**config.mk**
```make
export PLATFORM = sky130hd
export DESIGN_NAME = rotary_encoder_button_qualifier
export DESIGN_NICKNAME = d
export VERILOG_FILES = /design/src/rebq_pkg.sv /design/src/rebq_step_unit.sv /design/src/rebq_button_unit.sv /design/src/rotary_encoder_button_qualifier.sv
export SDC_FILE = /design/constraint.sdc
export NUM_CORES = 1
export LEC_CHECK = 0
export ABC_AREA = 1
export BUFFER_PORTS_ARGS = -buffer_cell sky130_fd_sc_hd__buf_2
export CAP_MARGIN = 20
export CELL_PAD_IN_SITES_DETAIL_PLACEMENT = 2
export CELL_PAD_IN_SITES_GLOBAL_PLACEMENT = 2
export CORE_MARGIN = 4
export CORE_UTILIZATION = 32
export CTS_CLUSTER_DIAMETER = 200
export DETAILED_ROUTE_END_ITERATION = 10
export GPL_TIMING_DRIVEN = 0
export PLACE_DENSITY_LB_ADDON = 0.1
export SYNTH_ARGS = -nofsm -noshare
export SYNTH_HDL_FRONTEND = slang
export SYNTH_SLANG_ARGS = --single-unit
export TNS_END_PERCENT = 100
```
**constraint.sdc**
```tcl
create_clock -name clock -period 3.5 [get_ports clock]
set_clock_uncertainty 0.2 [all_clocks]
set_input_delay 0.7 -clock clock [delete_from_list [all_inputs] [get_ports clock]]
set_output_delay 0.7 -clock clock [all_outputs]
set_load 0.05 [all_outputs]
```
**src/rebq_pkg.sv**
```systemverilog
`default_nettype none
package rebq_pkg;

   // Input transaction kinds; code 3 is unused and changes nothing
   typedef enum logic [1:0] {
      OP_ENCODER = 2'd0,
      OP_POLL    = 2'd1,
      OP_RAW     = 2'd2
   } op_type;

   // Reported events
   typedef enum logic [2:0] {
      EVT_NONE  = 3'd0,
      EVT_SHORT = 3'd1,
      EVT_LONG  = 3'd2,
      EVT_CCW   = 3'd3,
      EVT_CW    = 3'd4
   } key_event_type;

   // Push button qualifier phases
   typedef enum logic [1:0] {
      PHASE_RELEASED = 2'd0,
      PHASE_VALID    = 2'd1,
      PHASE_LONG     = 2'd2
   } phase_type;

   // Register indexes on the configuration port
   localparam logic [1:0] CSR_STEP_THRESHOLD = 2'd0;
   localparam logic [1:0] CSR_COOLDOWN_POLLS = 2'd1;
   localparam logic [1:0] CSR_DEBOUNCE_POLLS = 2'd2;
   localparam logic [1:0] CSR_LONG_PRESS     = 2'd3;

   localparam logic [6:0]  STEP_THRESHOLD_RST = 7'd4;
   localparam logic [3:0]  COOLDOWN_POLLS_RST = 4'd2;
   localparam logic [7:0]  DEBOUNCE_POLLS_RST = 8'd2;
   localparam logic [15:0] LONG_PRESS_RST     = 16'd50;

   typedef struct packed {
      logic [1:0] operation;
      logic       pin_a;
      logic       pin_b;
      logic       switch_level;
   } req_payload_type;

   typedef struct packed {
      logic [2:0]        key_event;
      logic signed [7:0] raw_steps;
   } rsp_payload_type;

   // Command handed from the input register to the state units
   typedef struct packed {
      logic       fire;
      logic [1:0] operation;
      logic       pin_a;
      logic       pin_b;
      logic       switch_level;
   } cmd_type;

   // Gray transition step for previous code and current code
   function automatic logic signed [1:0] gray_delta(input logic [1:0] prev_ab,
                                                    input logic [1:0] cur_ab);
      logic signed [1:0] d;
      case ({prev_ab, cur_ab})
         4'b0001: d = -2'sd1;
         4'b0010: d = 2'sd1;
         4'b0100: d = 2'sd1;
         4'b0111: d = -2'sd1;
         4'b1000: d = -2'sd1;
         4'b1011: d = 2'sd1;
         4'b1101: d = 2'sd1;
         4'b1110: d = -2'sd1;
         default: d = 2'sd0;
      endcase
      return d;
   endfunction

endpackage
`default_nettype wire

```
**src/rebq_step_unit.sv**
```systemverilog
`default_nettype none
module rebq_step_unit (
   input  wire logic                   clock,
   input  wire logic                   reset,
   input  wire rebq_pkg::cmd_type      cmd,
   input  wire logic [6:0]             step_threshold,
   input  wire logic [3:0]             cooldown_polls,
   output rebq_pkg::key_event_type     detent_event,
   output logic signed [7:0]           raw_steps
);
   import rebq_pkg::*;

   logic [1:0]        prev_ab_ff, prev_ab_in;
   logic signed [7:0] acc_ff, acc_in;
   logic [3:0]        cooldown_ff, cooldown_in;

   logic [1:0]        cur_ab;
   logic signed [8:0] sum;
   logic signed [8:0] thr;

   // Closed contact reads low; A maps to bit 1, B to bit 0
   assign cur_ab = {~cmd.pin_a, ~cmd.pin_b};
   assign sum    = 9'(acc_ff) + 9'(gray_delta(prev_ab_ff, cur_ab));
   assign thr    = $signed({2'b00, step_threshold});

   // Decode, accumulate, check for a detent and serve raw reads
   always_comb begin
      prev_ab_in   = prev_ab_ff;
      acc_in       = acc_ff;
      cooldown_in  = cooldown_ff;
      detent_event = EVT_NONE;
      raw_steps    = 8'sd0;
      case (op_type'(cmd.operation))
         OP_ENCODER: begin
            prev_ab_in = cur_ab;
            if (sum > 9'sd127) begin
               acc_in = 8'sd127;
            end else if (sum < -9'sd127) begin
               acc_in = -8'sd127;
            end else begin
               acc_in = sum[7:0];
            end
         end
         OP_POLL: begin
            if (cooldown_ff != 4'd0) begin
               cooldown_in = cooldown_ff - 4'd1;
            end else if (9'(acc_ff) >= thr) begin
               detent_event = EVT_CW;
               acc_in       = 8'sd0;
               cooldown_in  = cooldown_polls;
            end else if (9'(acc_ff) <= -thr) begin
               detent_event = EVT_CCW;
               acc_in       = 8'sd0;
               cooldown_in  = cooldown_polls;
            end
         end
         OP_RAW: begin
            raw_steps = acc_ff;
            acc_in    = 8'sd0;
         end
         default: begin
         end
      endcase
   end

   // Commit state only when a transaction is processed
   always_ff @(posedge clock) begin
      if (reset) begin
         prev_ab_ff  <= 2'd0;
         acc_ff      <= 8'sd0;
         cooldown_ff <= 4'd0;
      end else if (cmd.fire) begin
         prev_ab_ff  <= prev_ab_in;
         acc_ff      <= acc_in;
         cooldown_ff <= cooldown_in;
      end
   end

endmodule
`default_nettype wire

```
**src/rebq_button_unit.sv**
```systemverilog
`default_nettype none
module rebq_button_unit #(
   parameter int HOLD_BITS = 16
) (
   input  wire logic                   clock,
   input  wire logic                   reset,
   input  wire rebq_pkg::cmd_type      cmd,
   input  wire logic [7:0]             debounce_polls,
   input  wire logic [15:0]            long_press_polls,
   output rebq_pkg::key_event_type     button_event
);
   import rebq_pkg::*;

   localparam int CMP_BITS = (HOLD_BITS > 16) ? HOLD_BITS : 16;
   localparam logic [HOLD_BITS-1:0] HOLD_MAX = {HOLD_BITS{1'b1}};

   phase_type             phase_ff, phase_in;
   logic [HOLD_BITS-1:0]  hold_ff, hold_in;
   logic [HOLD_BITS-1:0]  hold_inc;

   assign hold_inc = (hold_ff == HOLD_MAX) ? hold_ff : hold_ff + 1'b1;

   // State register
   always_ff @(posedge clock) begin
      if (reset) begin
         phase_ff <= PHASE_RELEASED;
         hold_ff  <= '0;
      end else if (cmd.fire) begin
         phase_ff <= phase_in;
         hold_ff  <= hold_in;
      end
   end

   // Debounce, short and long press qualification on poll ticks
   always_comb begin
      phase_in     = phase_ff;
      hold_in      = hold_ff;
      button_event = EVT_NONE;
      if (op_type'(cmd.operation) == OP_POLL) begin
         if (!cmd.switch_level) begin
            hold_in = hold_inc;
            if (phase_ff == PHASE_RELEASED &&
                CMP_BITS'(hold_inc) >= CMP_BITS'(debounce_polls)) begin
               phase_in = PHASE_VALID;
            end
            if (phase_in == PHASE_VALID &&
                CMP_BITS'(hold_inc) >= CMP_BITS'(long_press_polls)) begin
               button_event = EVT_LONG;
               phase_in     = PHASE_LONG;
               hold_in      = '0;
            end
         end else begin
            case (phase_ff)
               PHASE_VALID: button_event = EVT_SHORT;
               default:     button_event = EVT_NONE;
            endcase
            hold_in  = '0;
            phase_in = PHASE_RELEASED;
         end
      end
   end

endmodule
`default_nettype wire

```
**src/rotary_encoder_button_qualifier.sv**
```systemverilog
`default_nettype none
// Rotary encoder and push button qualifier. Encoder pin-change, poll-tick and
// raw-read transactions enter on the req_ channel and each yields exactly one
// rsp_ transaction carrying a key event and, for a raw read, the signed step
// count. One transaction is accepted per clock while req_stall is low; its
// result passes through the input register and then the result register,
// which a stall on rsp_ can delay. The step accumulator, cooldown counter and
// button phase all update at the edge that loads the result register.
// Registers at byte addresses 0, 4, 8, 12: step threshold, cooldown polls,
// debounce polls, long-press polls. Write them only while no transaction is
// in flight.
module rotary_encoder_button_qualifier #(
   parameter int HOLD_BITS = 16
) (
   input  wire logic                      clock,
   input  wire logic                      reset,
   input  wire logic                      req_valid,
   output logic                           req_stall,
   input  wire rebq_pkg::req_payload_type req_payload,
   output logic                           rsp_valid,
   input  wire logic                      rsp_stall,
   output rebq_pkg::rsp_payload_type      rsp_payload,
   input  wire logic                      csr_psel,
   input  wire logic                      csr_penable,
   input  wire logic                      csr_pwrite,
   input  wire logic [3:0]                csr_paddr,
   input  wire logic [31:0]               csr_pwdata,
   output logic [31:0]                    csr_prdata,
   output logic                           csr_pready
);
   import rebq_pkg::*;

   logic [6:0]  step_threshold_ff;
   logic [3:0]  cooldown_polls_ff;
   logic [7:0]  debounce_polls_ff;
   logic [15:0] long_press_ff;

   logic            stage_valid_ff, stage_valid_in;
   req_payload_type stage_ff;
   logic            rsp_valid_ff, rsp_valid_in;
   rsp_payload_type rsp_ff;

   logic            advance;
   logic            req_accept;
   logic            csr_write;
   cmd_type         cmd;
   key_event_type   detent_event;
   key_event_type   button_event;
   logic signed [7:0] raw_steps;

   // Configuration registers
   assign csr_pready = 1'b1;
   assign csr_write  = csr_psel && csr_penable && csr_pwrite && csr_pready;

   always_ff @(posedge clock) begin
      if (reset) begin
         step_threshold_ff <= STEP_THRESHOLD_RST;
         cooldown_polls_ff <= COOLDOWN_POLLS_RST;
         debounce_polls_ff <= DEBOUNCE_POLLS_RST;
         long_press_ff     <= LONG_PRESS_RST;
      end else if (csr_write) begin
         case (csr_paddr[3:2])
            CSR_STEP_THRESHOLD: step_threshold_ff <= csr_pwdata[6:0];
            CSR_COOLDOWN_POLLS: cooldown_polls_ff <= csr_pwdata[3:0];
            CSR_DEBOUNCE_POLLS: debounce_polls_ff <= csr_pwdata[7:0];
            CSR_LONG_PRESS:     long_press_ff     <= csr_pwdata[15:0];
            default: begin
            end
         endcase
      end
   end

   always_comb begin
      case (csr_paddr[3:2])
         CSR_STEP_THRESHOLD: csr_prdata = {25'd0, step_threshold_ff};
         CSR_COOLDOWN_POLLS: csr_prdata = {28'd0, cooldown_polls_ff};
         CSR_DEBOUNCE_POLLS: csr_prdata = {24'd0, debounce_polls_ff};
         CSR_LONG_PRESS:     csr_prdata = {16'd0, long_press_ff};
         default:            csr_prdata = 32'd0;
      endcase
   end

   // Handshake: advance the stage when the result register is free or drains
   assign advance    = stage_valid_ff && (!rsp_valid_ff || !rsp_stall);
   assign req_stall  = stage_valid_ff && !advance;
   assign req_accept = req_valid && !req_stall;

   always_comb begin
      stage_valid_in = stage_valid_ff;
      if (req_accept) begin
         stage_valid_in = 1'b1;
      end else if (advance) begin
         stage_valid_in = 1'b0;
      end
      rsp_valid_in = rsp_valid_ff;
      if (advance) begin
         rsp_valid_in = 1'b1;
      end else if (!rsp_stall) begin
         rsp_valid_in = 1'b0;
      end
   end

   // Input register
   always_ff @(posedge clock) begin
      if (reset) begin
         stage_valid_ff <= 1'b0;
      end else begin
         stage_valid_ff <= stage_valid_in;
      end
      if (req_accept) begin
         stage_ff <= req_payload;
      end
   end

   assign cmd.fire         = advance;
   assign cmd.operation    = stage_ff.operation;
   assign cmd.pin_a        = stage_ff.pin_a;
   assign cmd.pin_b        = stage_ff.pin_b;
   assign cmd.switch_level = stage_ff.switch_level;

   rebq_step_unit u_step (
      .clock          (clock),
      .reset          (reset),
      .cmd            (cmd),
      .step_threshold (step_threshold_ff),
      .cooldown_polls (cooldown_polls_ff),
      .detent_event   (detent_event),
      .raw_steps      (raw_steps)
   );

   rebq_button_unit #(
      .HOLD_BITS (HOLD_BITS)
   ) u_button (
      .clock            (clock),
      .reset            (reset),
      .cmd              (cmd),
      .debounce_polls   (debounce_polls_ff),
      .long_press_polls (long_press_ff),
      .button_event     (button_event)
   );

   // Result register; a button event overrides a same-tick detent
   always_ff @(posedge clock) begin
      if (reset) begin
         rsp_valid_ff <= 1'b0;
      end else begin
         rsp_valid_ff <= rsp_valid_in;
      end
      if (advance) begin
         rsp_ff.key_event <= (button_event != EVT_NONE) ? button_event : detent_event;
         rsp_ff.raw_steps <= raw_steps;
      end
   end

   assign rsp_valid   = rsp_valid_ff;
   assign rsp_payload = rsp_ff;

`ifndef SYNTH
   // A stalled stage keeps its transaction
   a_stage_hold: assert property (@(posedge clock) disable iff (reset)
      (stage_valid_ff && rsp_valid_ff && rsp_stall) |=> stage_valid_ff)
      else $error("input stage dropped a stalled transaction");

   // Raw count only comes with no event
   a_raw_no_event: assert property (@(posedge clock) disable iff (reset)
      (rsp_valid && rsp_payload.raw_steps != 8'sd0) |->
      (rsp_payload.key_event == EVT_NONE))
      else $error("raw step count returned with an event");

   // The accumulator saturates short of the most negative code
   a_raw_sat: assert property (@(posedge clock) disable iff (reset)
      rsp_valid |-> (rsp_payload.raw_steps != -8'sd128))
      else $error("step accumulator passed its saturation limit");

   // Every processed transaction reaches the result register
   a_result_loaded: assert property (@(posedge clock) disable iff (reset)
      advance |=> rsp_valid)
      else $error("processed transaction left no result");
`endif

endmodule
`default_nettype wire

```
Word level (Yosys, flattened, before mapping)
Memory sizes are Yosys's and may differ from the RTL's. Cells that the tools add are included.

Bits in registers: 85. Bits in read-only memories: 32. Input bits: 48. Output and inout bits: 46. Logic and storage cells: 100. Memories: 1.

Add/subtract/negate cells: 4. Magnitude comparators: 6. Eq/ne operators: 11. Multiplexer cells: 31. Bitwise logic cells: 2. Reductions and logical operators: 28.

Memory list: (name not given) (words 16, bits a word 2, read ports 1, clocked after Yosys merged registers in 0, wr ports 0, RTL line rebq_pkg.sv:63) `case ({prev_ab, cur_ab})`.

Operators by type and width (count): $pmux W32 S4 (1); $mux W16 (3); $mux W8 (5); $pmux W8 S3 (1); $mux W3 (6); $add A16 B1 Y16 const B (1); $eq A16 B16 Y1 const B (1); $ge A16 B16 Y1 (1); $ge A16 B8 Y1 (1); $mux W2 (7); $mux W4 (3); $reduce_and A2 Y1 (6); $add A8 B2 Y9 (1); $gt A9 B8 Y1 const B (1); $le A8 B9 Y1 (1); $lt A9 B8 Y1 const B (1); $neg A7 Y9 (1); $reduce_bool A3 Y1 (3); $eq A2 B1 Y1 const B (4); $ge A8 B8 Y1 (1); $logic_and A1 B1 Y1 (7); $eq A2 B2 Y1 const B (3); $logic_not A2 Y1 (3); $mux W1 (5); other kinds (11) (15).

Depth between registers and ports, before layout
Gate-level depths: netlist of run 1.

Depth after elaboration: 14. Gate-level depth with buffers: 26. Gate-level depth less buffers: 24.

Cells and area by module
A second synthesis of run 1 with hierarchy kept.

Cell total of the unflattened synthesis: 978. Area total of the unflattened synthesis: 6503.7 um^2.

By module, submodules not included: rotary_encoder_button_qualifier (instances 1, cells each 322, area an instance 2417.3 um^2, seq. area each 1221.2 um^2); rebq_step_unit (instances 1, cells each 325, area an instance 2052.0 um^2, seq. area each 280.3 um^2); rebq_button_unit (instances 1, cells each 331, area an instance 2034.5 um^2, seq. area each 360.3 um^2).

Least setup slack after synthesis of run 1
OpenSTA, ideal clock, no wires.

Path kind: flip-flop to flip-flop. Start point: register stage_ff, in the netlist cmd[1]. End point: register u_step.acc_ff[2]. Library setup time: 119 ps. Data arrival time: 2758 ps. Data required time: 3181 ps. Slack: 423 ps. Stages on the path, launching flop included: 20. Path buffers: 0. Period minus slack after synthesis: 3077 ps. Cells stage by stage: edfxtp_1 -> inv_1 -> ha_1 -> or2_2 -> a32oi_1 -> inv_1 -> ha_1 -> a21oi_1 -> nand2_1 -> or2_2 -> nand2_1 -> nand2_1 -> nor2_1 -> nand3_1 -> nand2_1 -> nand2_1 -> nand2_1 -> nand2_1 -> nand2_1 -> a21oi_1.

Longest elaborated chain between the ends: 7. Elaborated cells on any way between the ends: 8. Classes of those cells: 1 x add/sub; 2 x order compare; 3 x mux; 1 x bitwise; 1 x memory.

Ends and longest elaborated chain: start: declaration (RTL line rotary_encoder_button_qualifier.sv:39) `req_payload_type stage_ff;`; start signal: assignment (RTL line rotary_encoder_button_qualifier.sv:111) `stage_ff <= req_payload;`; $not A1 Y1 * (RTL line rebq_step_unit.sv:22) `assign cur_ab = {~cmd.pin_a, ~cmd.pin_b};`; net u_step.cur_ab[0] (RTL line rebq_step_unit.sv:17) `logic [1:0] cur_ab;`; $mem_v2 Z16 W2 *; $add A8 B2 Y9 * (RTL line rebq_step_unit.sv:23) `assign sum = 9'(acc_ff) + 9'(gray_delta(prev_ab_ff, cur_ab));`; $lt A9 B8 Y1 (RTL line rebq_step_unit.sv:38) `end else if (sum < -9'sd127) begin`; $mux W8 (RTL line rebq_step_unit.sv:38); $mux W8 * (RTL line rebq_step_unit.sv:36) `if (sum > 9'sd127) begin`; $pmux W8 S3 * (RTL line rebq_step_unit.sv:33) `case (op_type'(cmd.operation))`; end signal: assignment (RTL line rebq_step_unit.sv:74) `acc_ff <= acc_in;`; end: declaration (RTL line rebq_step_unit.sv:14) `logic signed [7:0] acc_ff, acc_in;`.

Mark *: on every way through the listed nets, which the timed path passes. The rest lies on a longest branch. A chain may end at the register's enable or synchronous reset.

Worst setup path after layout of run 1
Start point: register stage_ff, in the netlist cmd[1]. End point: register u_step.acc_ff[1].

Same word-level chain as after synthesis.

==> results of run 1 <==
-- state kept, by name, indices dropped and copies added, names as in the netlist, 2 cells and up --
signal	flops
cmd	5
cooldown_polls_ff	4
debounce_polls_ff	8
long_press_ff	16
rsp_payload	11
step_threshold_ff	7
u_button.hold_ff	16
u_button.phase_ff	2
u_step.acc_ff	8
u_step.cooldown_ff	4
u_step.prev_ab_ff	2
-- per-stage QoR --
step                util (%)  hold slack, ps  setup WS (ps)
global route            39.3             308          -53.4
CTS                     38.2             303           12.6
global placement        36.2             274           -146
detailed placement      36.2             290           -323
finish                  39.3             294            198
floorplan                  -             244            423
-- power groups by stage --
stage | Sequential, mW | Clock [mW] | Combinational, mW
after floorplan | 1.09 | 0 | 0.333
after global placement | 1.08 | 0 | 0.466
after detailed placement | 1.08 | 0 | 0.490
after CTS | 1.06 | 1.02 | 0.498
after global routing | 1.06 | 1.06 | 0.582
final | 1.06 | 0.991 | 0.514
-- metal layers --
metal	track usage [%]	vias to the layer above	share of wire [%]
li1	-	2860	-
met1	23.3	2824	42
met2	37.9	76	54
met3	2.56	26	2.3
met4	5.40	0	1.8
met5	0	-	0
-- worst max-delay path, stage by stage, from the launching register on --
cell and delay, ps:
edfxtp_1 400, inv_2 70, ha_1 200, or2_2 300
a32oi_4 310, inv_4 120, ha_1 410, a21oi_2 100
o211ai_1 220, nand2_1 120, a22oi_2 250, nand2_1 210
nand2_1 110, nand3_1 70, a21oi_1 130
-- kinds of logic after synthesis --
| group | Yosys count |
|---|---|
| buffers and inverters | 172 |
| AO/OA/AOI/OAI | 161 |
| XOR/XNOR | 17 |
| adder cells (fa/ha/maj) | 59 |
| other | 2 |
| flip-flops | 85 |
| AND/OR/NAND/NOR | 344 |
-- final cells by class --
class,instances,area [µm²]
timing repair buffer,70,384
buffer,34,200
inverter,137,517
clock inverter,7,73.8
fill,2157,10900
sequential,85,1880
multi-input combinational,598,3490
clock buffer,9,225
tap,229,287
-- repair_timing --
action / in CTS / in global routing
gates resized for setup: 12 / 36
setup endpoints to repair: 28 / 28
hold endpoints to repair: 0 / 0
setup buffers: 2 / 9
pin swaps: 1 / 5
-- Yosys cell counts, types with 3 or more instances --
library cell / n
a21oi_1: 88
buf_4: 17
clkbuf_1: 15
dfxtp_1: 69
edfxtp_1: 16
ha_1: 58
inv_1: 136
nand2_1: 190
nand2_2: 4
nand2_4: 4
nand3_1: 36
nand4_1: 8
nor2_1: 76
nor2_2: 3
nor2_4: 3
nor3_1: 6
o211ai_1: 8
o21ai_0: 53
o221ai_1: 3
or2_2: 6
xnor2_1: 5
xor2_1: 12
-- final timing paths --
kind	end	slack (ps)	start	cells past startpoint
worst max-delay path	u_step.acc_ff[1]	200	cmd[1]	14
worst min-delay path	u_step.cooldown_ff[2]	290	u_step.cooldown_ff[2]	2
worst max register to register	u_step.acc_ff[1]	200	cmd[1]	14
worst min register to register	u_step.cooldown_ff[2]	290	u_step.cooldown_ff[2]	2
==> impl_metrics.tcl, run 1 <==
set metrics [dict create \
    synthSimpleGateAreaFrac_pct 25.7 \
    gp_congestion 0.846 \
    stdcell_area_mm2 0.00705 \
    num_io_pins 94 \
    fin_nets 1042 \
    drt_pass1_iterations 4 \
    numCtsBuffers 9 \
    area_growth_pct 20.3 \
    run_status "complete, no violations" \
    period_needed_ps 3300 \
    yosys_warnings 0 \
    rows 49 \
    hold_viol_final 0 \
    io_buffers 58 \
    intPower_mw 1.75 \
    path_clk_slew_ps 70 \
    p_sw_share_pct 31.8 \
    syn_inst 840 \
    synth_xor_area_share_pct 2.54 \
    drive_above_1_share_pct 17.8 \
    grt_use_total_pct 19.9 \
    final_cells 1169 \
    power_frac_clock_pct 38.7 \
    dpl.hpwl_um 15800 \
    start_util_pct 32.6 \
    p_seq_share_pct 41.3 \
    grt.overflow.total 0 \
    power_switching_mw 0.815 \
    layout_common_cells "nand2_1 (189), inv_1 (131), a21oi_1 (87), nor2_1 (73), buf_2 (59)" \
    synth_fa_ha_area_share_pct 12.7 \
    worst_pin_slew_ps 689 \
    place_area_mm2 0.00650 \
    relSlewSlack_pct 54.1 \
    grt_start_max_net_pins 16 \
    period_share_pct 94.4 \
    hold_path.class "register to register" \
    cts_tree "done" \
    cts.sink_count 85 \
    wl_per_cell_um 17.1 \
    ys_dominant_reg_cell "dfxtp_1" \
    grt_pass1_vias 6382 \
    syn_area_mm2 0.00586 \
    layout_commonest_cell "nand2_1" \
    p_leak_nw 3.50 \
    fp.dieW_um 143 \
    dp.cells 1142 \
    synth_top_cell_by_area "dfxtp_1" \
    power_per_cell_area_mw_per_mm2 363 \
    synth-edff-count 16 \
    antenna_cells 0 \
    drt_iter0_markers 135 \
    crit_arrival_ps 3380 \
    wl_um 20000 \
    die_h_um 143 \
    finalSetupViolCount 0 \
    hold_buffers 0 \
    remaining_drc_errors 0 \
    yosys.area.top_type_share_pct 23.6 \
    cp-start-kind "register" \
    ys_ff_latch 85 \
    end_kind "register" \
    synthArstFlopShare_pct 0 \
    antenna_found_initial 0 \
    antenna_left 0 \
    root_buffer "clkbuf_16" \
    fp.coreArea_mm2 0.0180 \
    power_mw 2.56 \
    yosysSeqAreaShare_pct 31.7 \
    combinationalPowerShare_pct 20.1 \
    cts.path.max_buffers 2 \
    critPathMaxFanout 7 \
    dieArea_mm2 0.0206 \
    fmax_ghz 0.303 \
    num_vias 5786 \
    required_ps 3580 \
    setup_tns_ps 0 \
    peakVddDrop_mv 0.223 \
    grt_pass1_wl_um 32400 \
    ys_top_cells_by_area "dfxtp_1 (24%), ha_1 (12%), nand2_1 (12%), inv_1 (8.7%), edfxtp_1 (8.2%)" \
    avgSynthCellArea_um2 6.98 \
    maxCapViolations 0 \
    drv_slew 0 \
    vias_per_cell 4.95 \
    synth_compound_area_share_pct 14.7 \
    synth_mux_area_share_pct 0 \
    synth_top_family_by_area "simple AND/OR/NAND/NOR gates" \
    synth.distinct_cells 43 \
    cts-htree-levels 3 \
    clkLatencyLatePin_ps 340 \
    crit_type "register to register" \
]
Power figures use the tool's default switching activity.
==> run 2, diff against run 1 <==
Settings changed: BUFFER_PORTS_ARGS -buffer_cell sky130_fd_sc_hd__buf_2 to -buffer_cell sky130_fd_sc_hd__buf_4, PLACE_DENSITY from default to 0.86, PLACE_DENSITY_LB_ADDON 0.1 to default.
==> run 2 against run 1 <==
Effect of this change:
- the flow now finishes with violations (setup timing)
- total power rose by 0.56%
- clock power fell by 4.4%
- sequential share of layout area fell by 1.2 points
- utilization rose by 1.7 points
- register-to-register slack got worse by 280 ps
- sequential cell count did not move
- largest cell class unchanged
==> impl_metrics.tcl, run 2 (synthesis results as in run 1) <==
set metrics [dict create \
    rsz0062_at_grt "true" \
    p_seq_share_pct 41.2 \
    grt.overflow.total 0 \
    run_status "finished, violations left" \
    power_frac_clock_pct 36.8 \
    layout_commonest_cell "nand2_1" \
    antenna_left 0 \
    grt_start_max_net_pins 16 \
    power_mw 2.58 \
    period_share_pct 102 \
    rows 49 \
    antenna_found_initial 0 \
    cts.sink_count 85 \
    fp.dieW_um 143 \
    power_switching_mw 0.875 \
    power_per_cell_area_mw_per_mm2 350 \
    cts_tree "done" \
    cpPeakStageDelay_ps 380 \
    fin_nets 1047 \
    combinationalPowerShare_pct 22.1 \
    drt_pass1_iterations 4 \
    holdPathStages 2 \
    fill_cells 2153 \
    cts-htree-levels 3 \
    cp_slowest_cell "dfxtp_4" \
    path_buf_inv 3 \
    peakVddDrop_mv 0.252 \
    relSlewSlack_pct 48.2 \
    wl_per_cell_um 20.8 \
    num_io_pins 94 \
    p_leak_nw 3.59 \
    grt_use_total_pct 21.3 \
    period_needed_ps 3590 \
    maxCapViolations 0 \
    reg2regPathDepth 25 \
    gp_congestion 0.796 \
    cts.path.max_buffers 2 \
    grt_pass1_wl_um 34300 \
    p_sw_share_pct 33.9 \
    multiInputGateArea_mm2 0.00362 \
    dpl.hpwl_um 16700 \
    grt_pass1_vias 6462 \
    hold_path.class "register to register" \
    hold_path_end "u_button.hold_ff[14]" \
    crit_arrival_ps 3660 \
    reg2reg_slack_ps -90 \
    cpMostUsedCell "nand2_1" \
    layout_common_cells "nand2_1 (184), inv_1 (131), buf_4 (89), a21oi_1 (86), nor2_1 (72)" \
    numCtsBuffers 9 \
    place_area_mm2 0.00664 \
    antenna_cells 0 \
    drt_iter0_markers 225 \
    end_kind "register" \
    root_buffer "clkbuf_16" \
    critical_path_cell_count 25 \
    io_buffers 58 \
    setup_ws_ps -86.0 \
    clkLatencyLatePin_ps 370 \
    drv_slew 0 \
    intPower_mw 1.70 \
    drive_above_1_share_pct 19.4 \
    fp.coreArea_mm2 0.0180 \
    cp-start-kind "register" \
    finalSetupViolCount 2 \
    num_vias 6086 \
    area_growth_pct 25.6 \
    vias_per_cell 5.18 \
    fmax_ghz 0.279 \
    reg2reg_to "u_button.hold_ff[8]" \
    stdcell_area_mm2 0.00736 \
    worst_pin_slew_ps 776 \
    path_clk_slew_ps 80 \
    hold_start "u_button.hold_ff[14]" \
    wl_um 24400 \
    hold_viol_final 0 \
    die_h_um 143 \
    start_util_pct 32.6 \
    violations "setup timing" \
    hold_buffers 0 \
    remaining_drc_errors 0 \
    worstReg2RegStart "u_button.hold_ff[1]" \
    dieArea_mm2 0.0206 \
    critPathMaxFanout 11 \
    crit_type "register to register" \
    required_ps 3570 \
    crit_family "simple AND/OR/NAND/NOR gates" \
    seqCellArea_mm2 0.00188 \
]
run 2: cell types whose count changed in the layout (fill, tap and decap cells not counted), sizes merged:
cell | before | now
buf | 90 | 92
bufinv | 1 | 0
clkbuf | 23 | 25
clkinvlp | 0 | 1
nand2 | 198 | 199
run 2: through the flow:
| stage | cells | utilization, % | setup TNS, ps | hold WS (ps) | setup slack [ps] |
|---|---|---|---|---|---|
| 2_1_floorplan | 855 | - | 0 | 244 | 423 |
| 3_3_place_gp | 1142 | 37.0 | -700 | 271 | -85.1 |
| 3_5_place_dp | 1142 | 37.0 | -4740 | 283 | -315 |
| 4_1_cts | 1160 | 39.0 | 0 | 293 | 8.37 |
| 5_1_grt | 1174 | 41.0 | -4590 | 317 | -305 |
| 6_report | 1174 | 41.0 | -107 | 293 | -86.0 |
run 2: layout make-up:
| type | instances | share of cell area (%) |
|---|---|---|
| inverters | 137 | 7.10 |
| clock buffers | 9 | 3.06 |
| well taps | 229 | 3.89 |
| repair buffers | 74 | 7.83 |
| flip-flops and latches | 85 | 25.5 |
| plain buffers | 34 | 2.77 |
| clock inverters | 7 | 0.663 |
| multi-input cells | 599 | 49.2 |
run 2: metal layers:
| layer | global-route usage, % | wire (µm) | vias to the layer above |
|---|---|---|---|
| met3 | 3.33 | 735 | 52 |
| met1 | 24.9 | 10000 | 3040 |
| met5 | 0 | 0 | - |
| met2 | 38.9 | 12700 | 124 |
| li1 | - | - | 2870 |
| met4 | 7.88 | 908 | 0 |
run 2: repair_timing:
item	4_1_cts	5_1_grt
setup buffers	2	12
endpoints found under the setup margin	28	29
cloned	0	2
resized for setup	17	50
pin swaps	2	20
run 2: worst max-delay path by stage:
stage                                      to                 from
after CTS                      rsp_payload[9]  u_button.hold_ff[0]
after global placement         rsp_payload[9]  u_button.hold_ff[1]
after floorplan              u_step.acc_ff[2]               cmd[1]
after detailed placement       rsp_payload[9]  u_button.hold_ff[0]
after global routing      u_button.hold_ff[8]  u_button.hold_ff[1]
final                     u_button.hold_ff[8]  u_button.hold_ff[1]
run 2: power groups by stage:
stage | registers (mW) | logic [mW] | clock network, mW
6_report | 1.06 | 0.569 | 0.947
5_1_grt | 1.06 | 0.631 | 0.997
4_1_cts | 1.06 | 0.528 | 0.946
3_5_place_dp | 1.08 | 0.516 | 0
3_3_place_gp | 1.08 | 0.485 | 0
2_1_floorplan | 1.09 | 0.333 | 0
run 2: worst register-to-register path, delay by kind of cell, from the launching register on:
family | cells | cell delay [ps]
buf+inv | 3 | 420
compound gates | 1 | 200
fa+ha+maj | 2 | 480
simple gates | 19 | 1820
flops | 1 | 380
